===== src/rtl/core/crp_pkg.sv =====
// Shared types and constants for the complex roots to polynomial core.
// No dependencies; used by crp_ctrl, crp_dp and the top level.
`timescale 1ns / 1ps

package crp_pkg;

	// Default highest polynomial order
	localparam int MAX_ORDER_DEF = 8;

	// Field widths
	localparam int ROOT_W = 18;
	localparam int COEF_W = 32;
	localparam int CIDX_W = 4;
	localparam int CFG_W  = 32;
	localparam int CFGA_W = 2;

	// Stream widths, padded to whole bytes
	localparam int IN_TDATA_W  = 40;
	localparam int OUT_TDATA_W = 72;

	// Q16.16 unity
	localparam logic signed [COEF_W-1:0] ONE_Q16 = 32'sd65536;

	// Configuration register indexes
	localparam logic [CFGA_W-1:0] CFG_GAIN_RE    = 2'd0;
	localparam logic [CFGA_W-1:0] CFG_GAIN_IM    = 2'd1;
	localparam logic [CFGA_W-1:0] CFG_APPLY_GAIN = 2'd2;

	// Datapath operation on one coefficient
	typedef enum logic [1:0] {
		OP_UPD,
		OP_GAIN,
		OP_EMIT
	} op_t;

	// Controller to datapath commands
	typedef struct packed {
		logic issue;
		op_t  op;
		logic last;
		logic load_root;
		logic set_ovf;
		logic clear_run;
	} cmd_t;

	// Datapath to controller status
	typedef struct packed {
		logic busy;
		logic out_free;
		logic apply_gain;
	} stat_t;

endpackage


===== src/rtl/core/crp_ctrl.sv =====
// Sequencer for root updates, gain pass and coefficient output.
// Depends on crp_pkg; drives crp_dp through cmd_t and reads stat_t.
`timescale 1ns / 1ps

module crp_ctrl #(
	parameter int MAX_ORDER = crp_pkg::MAX_ORDER_DEF,
	localparam int NCOEF = MAX_ORDER + 1,
	localparam int IDX_W = $clog2(NCOEF)
) (
	input  logic               clk,
	input  logic               arst_n,
	input  logic               s_valid,
	input  logic               s_last,
	output logic               s_ready,
	input  crp_pkg::stat_t     stat,
	output crp_pkg::cmd_t      cmd,
	output logic [IDX_W-1:0]   issue_addr
);

	typedef enum logic [2:0] {
		ST_IDLE,
		ST_UPD,
		ST_UPD_WAIT,
		ST_GAIN,
		ST_GAIN_WAIT,
		ST_EMIT,
		ST_EMIT_WAIT
	} state_t;

	state_t           state_q;
	logic [IDX_W-1:0] count_q;
	logic [IDX_W-1:0] idx_q;
	logic             last_q;

	logic accept;
	logic full;
	logic emit_ok;
	logic emit_last;

	assign s_ready    = (state_q == ST_IDLE);
	assign accept     = s_valid && s_ready;
	assign full       = (count_q == IDX_W'(MAX_ORDER));
	assign emit_ok    = !stat.busy && stat.out_free;
	assign emit_last  = (idx_q == count_q);
	assign issue_addr = idx_q;

	// Decode commands from state
	always_comb begin
		cmd    = '0;
		cmd.op = crp_pkg::OP_UPD;
		unique case (state_q)
			ST_IDLE: begin
				cmd.load_root = accept;
				cmd.set_ovf   = accept && full;
			end
			ST_UPD: begin
				cmd.issue = 1'b1;
				cmd.op    = crp_pkg::OP_UPD;
			end
			ST_GAIN: begin
				cmd.issue = 1'b1;
				cmd.op    = crp_pkg::OP_GAIN;
			end
			ST_EMIT: begin
				cmd.issue = emit_ok;
				cmd.op    = crp_pkg::OP_EMIT;
				cmd.last  = emit_last;
			end
			ST_EMIT_WAIT: begin
				cmd.clear_run = !stat.busy;
			end
			default: begin
			end
		endcase
	end

	// Hold state, root count and coefficient index
	always_ff @(posedge clk or negedge arst_n) begin
		if (!arst_n) begin
			state_q <= ST_IDLE;
			count_q <= '0;
			idx_q   <= '0;
			last_q  <= 1'b0;
		end else begin
			unique case (state_q)
				ST_IDLE: begin
					if (accept) begin
						last_q <= s_last;
						if (!full) begin
							idx_q   <= count_q;
							state_q <= ST_UPD;
						end else if (s_last) begin
							idx_q   <= '0;
							state_q <= stat.apply_gain ? ST_GAIN : ST_EMIT;
						end
					end
				end
				ST_UPD: begin
					if (idx_q == '0) begin
						count_q <= count_q + IDX_W'(1);
						state_q <= ST_UPD_WAIT;
					end else begin
						idx_q <= idx_q - IDX_W'(1);
					end
				end
				ST_UPD_WAIT: begin
					if (!stat.busy) begin
						idx_q <= '0;
						if (!last_q) begin
							state_q <= ST_IDLE;
						end else begin
							state_q <= stat.apply_gain ? ST_GAIN : ST_EMIT;
						end
					end
				end
				ST_GAIN: begin
					if (idx_q == count_q) begin
						state_q <= ST_GAIN_WAIT;
					end else begin
						idx_q <= idx_q + IDX_W'(1);
					end
				end
				ST_GAIN_WAIT: begin
					if (!stat.busy) begin
						idx_q   <= '0;
						state_q <= ST_EMIT;
					end
				end
				ST_EMIT: begin
					if (emit_ok) begin
						if (emit_last) begin
							state_q <= ST_EMIT_WAIT;
						end else begin
							idx_q <= idx_q + IDX_W'(1);
						end
					end
				end
				ST_EMIT_WAIT: begin
					if (!stat.busy) begin
						count_q <= '0;
						idx_q   <= '0;
						state_q <= ST_IDLE;
					end
				end
				default: begin
					state_q <= ST_IDLE;
				end
			endcase
		end
	end

endmodule


===== config.mk =====
export PLATFORM = sky130hd
export DESIGN_NAME = crp_ctrl
export DESIGN_NICKNAME = d
export VERILOG_FILES = /design/src/rtl/core/crp_pkg.sv /design/src/rtl/core/crp_ctrl.sv
export SDC_FILE = /design/constraint.sdc
export NUM_CORES = 1
export LEC_CHECK = 0
export BUFFER_PORTS_ARGS = -buffer_cell sky130_fd_sc_hd__buf_2
export CAP_MARGIN = 20
export CORE_UTILIZATION = 55
export CTS_CLUSTER_SIZE = 30
export DETAILED_ROUTE_END_ITERATION = 6
export MAX_ROUTING_LAYER = met4
export PLACE_DENSITY = 0.76
export SKIP_LAST_GASP = 1
export SYNTH_ARGS = -nofsm -noshare
export SYNTH_HDL_FRONTEND = slang
export SYNTH_SLANG_ARGS = --single-unit
export TNS_END_PERCENT = 30

===== constraint.sdc =====
create_clock -name clk -period 3.7 [get_ports clk]
set_input_delay 0.555 -clock clk [delete_from_list [all_inputs] [get_ports clk]]
set_output_delay 0.555 -clock clk [all_outputs]
set_load 0.1 [all_outputs]

Word-level counts from Yosys, hierarchy flattened
Cells that the tools add are included.
{"block": "word_totals", "ff_bits": 12}
{"block": "op_classes", "reduce_logical": 13, "n_mux": 27, "addsub": 3, "n_eq_ne": 19}
{"op": "$mux W3", "n": 12}
{"op": "$mux W4", "n": 8}
{"op": "$pmux W3 S7", "n": 1}
{"op": "$pmux W4 S5", "n": 1}
{"op": "$ne A2 B2 Y1 const B", "n": 9}
{"op": "$eq A3 B3 Y1 const B", "n": 3}
{"op": "$pmux W3 S3", "n": 1}
{"op": "$reduce_and A9 Y1", "n": 1}
{"op": "$add A4 B1 Y4 const B", "n": 2}
{"op": "$pmux W4 S2", "n": 1}
{"op": "$eq A3 B2 Y1 const B", "n": 2}
{"op": "$reduce_and A6 Y1", "n": 1}
{"op": "$reduce_bool A5 Y1", "n": 1}
{"op": "$eq A4 B4 Y1", "n": 1}
{"op": "$eq A4 B4 Y1 const B", "n": 1}
{"op": "$logic_not A4 Y1", "n": 1}
{"op": "$sub A4 B1 Y4 const B", "n": 1}
{"op": "$eq A3 B1 Y1 const B", "n": 1}
{"op": "$logic_and A1 B1 Y1", "n": 3}
{"op": "$logic_not A3 Y1", "n": 1}
{"op": "$ne A3 B3 Y1 const B", "n": 1}
{"op": "$reduce_and A3 Y1", "n": 1}
{"op": "$reduce_or A3 Y1", "n": 1}
{"op": "$mux W1", "n": 2}
{"op": "other kinds (5)", "n": 5}

Depth between registers and ports, before layout
Gate-level depths: netlist of the first run.
{"block": "depth", "word_depth": 5, "mapped_depth": 9, "depth_no_buf": 8}

Worst setup path before layout of the first run
Ideal clock, no wire load.
{"block": "synth_path", "path_type": "register to output", "from": "register state_q[1]", "to": "output cmd[6] (netlist name)", "slack_ps": -257, "arrival_ps": 3402, "required_time_ps": 3145, "path_stages_with_launch": 5, "path_cell_list": "dfrtp_1 > clkbuf_1 > clkbuf_1 > or3b_2 > a21boi_0"}
{"item": "from (decl)", "line": "crp_ctrl.sv:30", "rtl": "state_t state_q;"}
{"item": "from (signal assigned)", "line": "crp_ctrl.sv:94", "rtl": "state_q <= stat.apply_gain ? ST_GAIN : ST_EMIT;"}
{"item": "from (signal assigned)", "line": "crp_ctrl.sv:112", "rtl": "state_q <= stat.apply_gain ? ST_GAIN : ST_EMIT;"}
{"item": "to (decl)", "line": "crp_ctrl.sv:16", "rtl": "output crp_pkg::cmd_t cmd,"}

==> results of run 1 <==
-- state kept, by name (all words and copies together) (netlist names) --
register and cells:
count_q 4, issue_addr 4, last_q 1, state_q 3
-- metrics by stage --
step | instance area (sq um) | setup WS (ps)
2_1_floorplan | 1070 | 152
3_3_place_gp | 1170 | 1190
3_5_place_dp | 1170 | 1020
4_1_cts | 1200 | 904
5_1_grt | 1200 | 704
6_report | 1200 | 868
-- kinds of logic (layout without fill, tap and decap cells) --
| logic type | after synthesis | after routing | share of synthesized area |
|---|---|---|---|
| AND/OR/NAND/NOR | 47 | 47 | 0.249 |
| AO/OA/AOI/OAI | 35 | 35 | 0.214 |
| buffers and inverters | 13 | 28 | 0.0466 |
| flip-flops | 12 | 12 | 0.280 |
| XOR/XNOR | 10 | 10 | 0.0816 |
| adder cells (fa/ha/maj) | 5 | 5 | 0.0653 |
| multiplexers | 5 | 5 | 0.0629 |
-- cells in the final DEF (no fill, tap or decap), types with 3 or more instances in the layout --
cell,count
xnor2_1,4
o21ai_0,5
nor2_1,9
inv_1,6
a21oi_1,10
mux2_4,3
nand2_1,10
nor2b_1,4
xor2_1,6
dfrtp_1,12
buf_2,18
ha_1,4
a21o_1,3
nand3_1,3
clkbuf_4,3
-- layout make-up --
cell class,instances,area share
tap,25,0.0260
clock buffer,4,0.0301
inverter,6,0.0187
multi-input combinational,102,0.601
timing repair buffer,18,0.0748
sequential,12,0.249
-- worst max-delay path by stage --
stage,startpoint,endpoint,slack (ps),cells after the start
floorplan,state_q[1]$_DFFE_PN0P_,count_q[0]$_DFFE_PN0P_,150,5
detailed placement,state_q[2]$_DFFE_PN0P_,issue_addr[3]$_DFFE_PN0P_,1020,8
global route,state_q[2]$_DFFE_PN0P_,cmd[0],700,3
finish,state_q[2]$_DFFE_PN0P_,cmd[0],870,3
global placement,state_q[2]$_DFFE_PN0P_,issue_addr[3]$_DFFE_PN0P_,1190,8
CTS,issue_addr[0]$_DFFE_PN0P_,cmd[3],900,4
-- layer usage --
| metal | wire, microns | vias up | track usage | share of wire |
|---|---|---|---|---|
| met3 | 123 | 6 | 0.0392 | 0.053 |
| li1 | - | 489 | - | - |
| met2 | 1100 | 34 | 0.380 | 0.47 |
| met5 | 0 | - | - | 0 |
| met4 | 44 | 0 | 0.0941 | 0.019 |
| met1 | 1070 | 445 | 0.334 | 0.46 |
-- critical path: cells and delay by family, from the launching register on --
| kind | cells | cell delay (ps) |
|---|---|---|
| simple gates | 2 | 730 |
| flops | 1 | 740 |
| buf+inv | 1 | 520 |
==> run summary, run 1 <==
Status -> finished, final reports clean
Data arrival time of the critical path -> 2280 ps
Clk_lat worst skew -> 280 ps
Final weighted congestion in routability-driven placement -> 0.918
Hold WS -> 136 ps
Reg-to-reg startpoint -> state_q[2]$_DFFE_PN0P_
Share of post-route cells with drive strength above 1 -> 0.225
Unrepaired setup endpoints after global routing -> false
Fin cells -> 167
Detailed Route WL -> 2340 microns
Most common cell in the synthesized netlist -> dfrtp_1
First-pass GRT wire length -> 3640 microns
Post-CTS Hold Fix Bufs -> 0
Synth warnings -> 0
Setup crit start kind -> flop
Number of diodes -> 0
Syn avg cell area -> 8.45 sq um
Share of synthesized registers carrying an async set or reset -> 1.00
Reg area -> 300 sq um
Mapped Cells -> 127
Critical path fanouts, max -> 21
Worst clock skew -> 4.65 ps
Cells after DPL -> 163
Ys flop type -> dfrtp_1
TritonRoute pass-1 iters -> 4
Global route overflow -> 0
Largest net degree at the start of global routing -> 25
Post-synth top area share -> 0.280
CP required -> 3140 ps
Post-synth EDFFs -> 0
Clk sink count -> 12
Multi-input gate area -> 723 sq um
Initial antenna violation count -> 0
GRT Resource Usage Total -> 0.251
R2R Setup Slk -> 950 ps
Htree depth -> 1
Critical path, cell by cell -> nand2_1, nor3_1, buf_2
Count of final setup violators -> 0
Root Driver -> clkbuf_4
CP Class -> reg2out
Worst hold path type -> in2async
Detailed Route Iter0 Violations -> 36
Die Span Y -> 46.2 microns
Synth cell count leaders -> 12 x dfrtp_1, 10 x a21oi_1, 10 x nand2_1, 9 x nor2_1
Setup crit end kind -> output port
Row Count -> 15
Tcrit/Tclk final -> 0.765
DRT antenna net count -> 0
Cts repair resizes -> 0
Syn Nets -> 139
Maximum clock rate -> 0.353 GHz
Final Core Density -> 0.675
Distinct cell type count after synthesis -> 45
Final min period -> 2830 ps
Layout area overhead -> 12.1%
CP peak stage delay -> 740 ps
TritonCTS Buffers -> 3
Die ar. -> 0.00213 sq mm
I/O pin cnt -> 19
# port buffers -> 18
Synth Register Bits -> 12
Slowest-stage cell, CP -> dfrtp_1
Post-synthesis sequential area ratio -> 0.280
Setup Buffers After CTS -> 0
Initial Util -> 0.602
Clock Pin Slew Worst Setup and Hold Paths -> 90 ps
Synth area leaders -> dfrtp_1 28%, xor2_1 4.9%, a21oi_1 4.7%
DRC -> 0
CORE AREA -> 0.00178 sq mm
Critical R2R Capture -> issue_addr[3]$_DFFE_PN0P_
WL/cell -> 14.0 microns
Post-Route Setup TNS -> 0 ps
Filler cells -> 145
Mapped cell area -> 0.00107 sq mm
Nets@finish -> 155
Die span in x -> 46.2 microns
MaxCap Viol Count -> 0
Area leader, netlist -> dfrtp_1
Max-slew violations -> 0
Vias in the first global route -> 791
Normalized max-slew margin -> 0.532
Detail Placement HPWL -> 1770 microns
Final Hold Fails -> 0
Worst Max-Slew Pin Slew -> 696 ps
CTS tree -> done
Vias per cell -> 5.83
R2r worst-path depth -> 8
Via Count -> 974
CTS max path bufs -> 2
Power of run 1 is left out: the tool's default activity adds up to more than one toggle a clock period on the data nets, which glitch-free logic cannot reach.
==> inputs of run 2 (changes only) <==
ABC_AREA = 1   (was unset)
CORE_UTILIZATION = 50   (was 55)
PLACE_DENSITY = 0.72   (was 0.76)
clock period = 2.4 ns   (was 3.7 ns; I/O delays follow)
==> run summary, run 2 <==
Status -> finished, final reports clean
Final Core Density -> 0.622
Tcrit/Tclk final -> 0.899
Synth warnings -> 0
TritonCTS Buffers -> 3
Layout area overhead -> 14.5%
Synth cell count leaders -> 58 x nand2_1, 16 x inv_1, 16 x nand3_1, 13 x nor2_1, 12 x dfrtp_1
Worst hold path type -> in2reg
DRC -> 0
First-pass GRT wire length -> 4330 microns
Final weighted congestion in routability-driven placement -> 0.992
Detailed Route Iter0 Violations -> 20
Distinct cell type count after synthesis -> 27
# port buffers -> 18
Setup crit end kind -> output port
Max-slew violations -> 0
Clk sink count -> 12
Initial Util -> 0.543
CTS max path bufs -> 2
R2r worst-path depth -> 12
Number of diodes -> 0
Detail Placement HPWL -> 2010 microns
Worst clock skew -> 1.06 ps
Die Span Y -> 48.9 microns
Commonest non-fill, non-tap cell in the layout -> nand2_1
Htree depth -> 1
CP dominant cell by count -> nand2_1
Crit-path leading delay family -> simple AND/OR/NAND/NOR gates
Synth Register Bits -> 12
Critical R2R Capture -> issue_addr[3]$_DFFE_PN0P_
CP peak stage delay -> 500 ps
Worst Hold Launch -> s_last
DRT antenna net count -> 0
Area leader, netlist -> dfrtp_1
Hold Crit Depth -> 3
Hold Crit Endpoint -> last_q$_DFFE_PN0P_
CP Buf/Inv Count -> 2
Via Count -> 1081
Mapped Cells -> 164
Mapped cell area -> 0.00110 sq mm
Ys flop type -> dfrtp_1
Critical path, cell by cell -> inv_1, nand2_1, nand2_1, nor2_1, nand2_1, nor2_4, buf_2
Most frequent cells in the layout -> 58 x nand2_1, 18 x buf_2, 16 x inv_1, 16 x nand3_1, 12 x dfrtp_1
Post-synth EDFFs -> 0
WL/cell -> 11.9 microns
Vias per cell -> 5.10
Maximum clock rate -> 0.464 GHz
Die span in x -> 48.9 microns
GRT Resource Usage Total -> 0.238
Final Hold Fails -> 0
Detailed Route WL -> 2520 microns
Row Count -> 16
Largest net degree at the start of global routing -> 13
Syn avg cell area -> 6.70 sq um
Die ar. -> 0.00239 sq mm
Reg-to-reg startpoint -> state_q[0]$_DFFE_PN0P_
Synth area leaders -> dfrtp_1 27%, nand2_1 20%, nand3_1 7.3%
Slowest-stage cell, CP -> dfrtp_1
Vias in the first global route -> 991
Setup crit start kind -> flop
Nets@finish -> 198
TritonRoute pass-1 iters -> 4
Final min period -> 2160 ps
Initial antenna violation count -> 0
Share of post-route cells with drive strength above 1 -> 0.254
Post-synthesis sequential area ratio -> 0.273
Syn Nets -> 176
I/O pin cnt -> 19
Most common cell in the synthesized netlist -> nand2_1
Worst Max-Slew Pin Slew -> 489 ps
CP required -> 2040 ps
Normalized max-slew margin -> 0.676
Post-Route Setup TNS -> 0 ps
Post-synth top area share -> 0.273
Clock Pin Slew Worst Setup and Hold Paths -> 80 ps
CORE AREA -> 0.00202 sq mm
CP Class -> reg2out
Count of final setup violators -> 0
Root Driver -> clkbuf_4
Global route overflow -> 0
R2R Setup Slk -> 320 ps
MaxCap Viol Count -> 0
Hold WS -> 376 ps
Share of synthesized registers carrying an async set or reset -> 1.00
Critical path fanouts, max -> 7
CTS tree -> done
Setup Buffers After CTS -> 0
Unrepaired setup endpoints after global routing -> false
Data arrival time of the critical path -> 1800 ps
Clk_lat worst skew -> 270 ps
==> run 2: worst max-delay path by stage <==
stage,cells past startpoint,start,slack (ps),end
finish,7,issue_addr[1]$_DFFE_PN0P_,240,cmd[3]
global route,7,issue_addr[1]$_DFFE_PN0P_,100,cmd[3]
CTS,7,issue_addr[1]$_DFFE_PN0P_,240,cmd[3]
detailed placement,12,state_q[0]$_DFFE_PN0P_,350,issue_addr[3]$_DFFE_PN0P_
global placement,12,state_q[0]$_DFFE_PN0P_,430,issue_addr[3]$_DFFE_PN0P_
floorplan,6,state_q[0]$_DFFE_PN0P_,-160,cmd[2]
==> run 2: final cells by class <==
class	instances	area, sq um
fill	192	764
multi-input combinational	126	688
sequential	12	300
timing repair buffer	20	108
inverter	23	91.3
clock buffer	4	36.3
tap	27	33.8
==> run 2: logic make-up (layout without fill, tap and decap cells) <==
kind of cell	count (synthesis)	count (layout)	share of synthesized area
fa+ha+maj	5	5	0.0638
buf+inv	26	47	0.114
simple gates	104	104	0.446
compound gates	12	12	0.0626
xor+xnor	5	5	0.0399
flops	12	12	0.273
==> run 2: through the flow <==
step / area [sq um] / setup slack [ps] / std cells
finish: 1260 / 243 / 212
global route: 1260 / 98.0 / 212
CTS: 1260 / 243 / 212
detailed placement: 1210 / 352 / 207
global placement: 1210 / 428 / 207
floorplan: 1110 / -158 / 164
==> run 2: layer usage <==
layer  global-route usage  part of all wire  vias up  wire [microns]
met5                    -                 0        -               0
li1                     -                 -      555               -
met4               0.0588            0.0048        0              12
met3               0.0218             0.044        4             111
met2                0.380              0.48       34            1200
met1                0.326              0.47      488            1190
==> run 2: tightest hold or removal path, cell delays in order <==
cell and delay, ps:
buf_2 100, inv_1 60, o21ai_0 90
==> run 2: what timing repair did <==
| item | CTS | global route |
|---|---|---|
| hold endpoints to repair | 12 | 0 |
| hold buffers | 1 | 0 |
| gates resized for setup | 0 | 0 |
Power of run 2 is left out for the same reason.
==> inputs of run 3 (changes only) <==
RECOVER_POWER = 100   (was unset)
==> run summary, run 3 (synthesis gave the netlist of run 2 again) <==
Largest net degree at the start of global routing -> 13
CP Buf/Inv Count -> 2
Htree depth -> 1
Critical path fanouts, max -> 9
MaxCap Viol Count -> 0
TritonCTS Buffers -> 3
Final Hold Fails -> 0
Reg area -> 300 sq um
Vias in the first global route -> 991
WL/cell -> 12.1 microns
Detailed Route Iter0 Violations -> 25
Maximum clock rate -> 0.447 GHz
Global route overflow -> 0
Final min period -> 2240 ps
Row Count -> 16
CP peak stage delay -> 520 ps
CP required -> 2040 ps
Die ar. -> 0.00239 sq mm
Initial Util -> 0.543
CTS max path bufs -> 2
DRT antenna net count -> 0
Slowest-stage cell, CP -> dfrtp_1
Nets@finish -> 198
Unrepaired setup endpoints after global routing -> false
Cells after DPL -> 207
Clock Pin Slew Worst Setup and Hold Paths -> 90 ps
TritonRoute pass-1 iters -> 4
Share of post-route cells with drive strength above 1 -> 0.184
Layout area overhead -> 10.0%
Crit-path leading delay family -> simple AND/OR/NAND/NOR gates
Initial antenna violation count -> 0
DRC -> 0
Worst clock skew -> 2.62 ps
Via Count -> 1102
Clk_lat worst skew -> 270 ps
Status -> finished, final reports clean
Die span in x -> 48.9 microns
Worst Max-Slew Pin Slew -> 1160 ps
Normalized max-slew margin -> 0.228
Detailed Route WL -> 2560 microns
Multi-input gate area -> 646 sq um
Fin cells -> 212
Root Driver -> clkbuf_4
Critical path, cell by cell -> nor2_1, nand2_2, inv_1, nand2_1, nor2_4, clkbuf_2
Clk sink count -> 12
Filler cells -> 205
I/O pin cnt -> 19
Vias per cell -> 5.20
Die Span Y -> 48.9 microns
GRT Resource Usage Total -> 0.238
Count of final setup violators -> 0
CTS tree -> done
Max-slew violations -> 0
Commonest non-fill, non-tap cell in the layout -> nand2_1
Data arrival time of the critical path -> 1880 ps
Tcrit/Tclk final -> 0.932
First-pass GRT wire length -> 4330 microns
CORE AREA -> 0.00202 sq mm
Most frequent cells in the layout -> 58 x nand2_1, 19 x nand3_1, 16 x inv_1
Setup crit end kind -> output port
Final weighted congestion in routability-driven placement -> 0.992
Setup crit start kind -> flop
# port buffers -> 18
Worst hold path type -> in2reg
Detail Placement HPWL -> 2010 microns
CP Class -> reg2out
Setup Buffers After CTS -> 0
Number of diodes -> 0
[run 3: cell count changes in the layout (fill, tap and decap cells not counted), sizes merged]
| cell | change |
|---|---|
| buf | -13 |
| clkbuf | +13 |
[run 3: repair_timing]
action                                 CTS  global route
resized for setup                        0             0
hold buffers                             1             0
endpoints found under the hold margin   12             0
[run 3: layer usage]
metal	part of all wire	global-route usage
met4	0.0020	0.0588
met3	0.034	0.0218
met5	0	-
met1	0.48	0.326
met2	0.48	0.380
[run 3: worst paths after layout]
path	from	endpoint	slack [ps]	cells past startpoint
max	state_q[0]$_DFFE_PN0P_	cmd[1]	160	6
min	s_last	last_q$_DFFE_PN0P_	380	3
max reg2reg	state_q[0]$_DFFE_PN0P_	issue_addr[3]$_DFFE_PN0P_	280	12
min reg2reg	last_q$_DFFE_PN0P_	last_q$_DFFE_PN0P_	520	2
max in group asynchronous	arst_n	issue_addr[0]$_DFFE_PN0P_	1250	2
min in group asynchronous	arst_n	state_q[0]$_DFFE_PN0P_	670	2
[run 3: worst min-delay path: stages]
cell     delay, ps
buf_2          100
inv_1           60
o21ai_0         90
[run 3: metrics by stage]
| step | utilization | setup slack [ps] | hold slack (ps) | instance area (sq um) | setup TNS (ps) |
|---|---|---|---|---|---|
| 2_1_floorplan | - | -158 | 64.4 | 1110 | -442 |
| 3_3_place_gp | 0.599 | 428 | 258 | 1210 | 0 |
| 3_5_place_dp | 0.599 | 352 | 260 | 1210 | 0 |
| 4_1_cts | 0.622 | 243 | 383 | 1260 | 0 |
| 5_1_grt | 0.598 | 61.4 | 409 | 1210 | 0 |
| 6_report | 0.598 | 164 | 376 | 1210 | 0 |
[run 3: layout make-up]
cell class / count / area share
Multi-Input combinational cell: 126 / 0.534
Clock buffer: 4 / 0.0300
Tap cell: 27 / 0.0280
Sequential cell: 12 / 0.248
Timing Repair Buffer: 20 / 0.0839
Inverter: 23 / 0.0756
Power of run 3 is left out for the same reason.
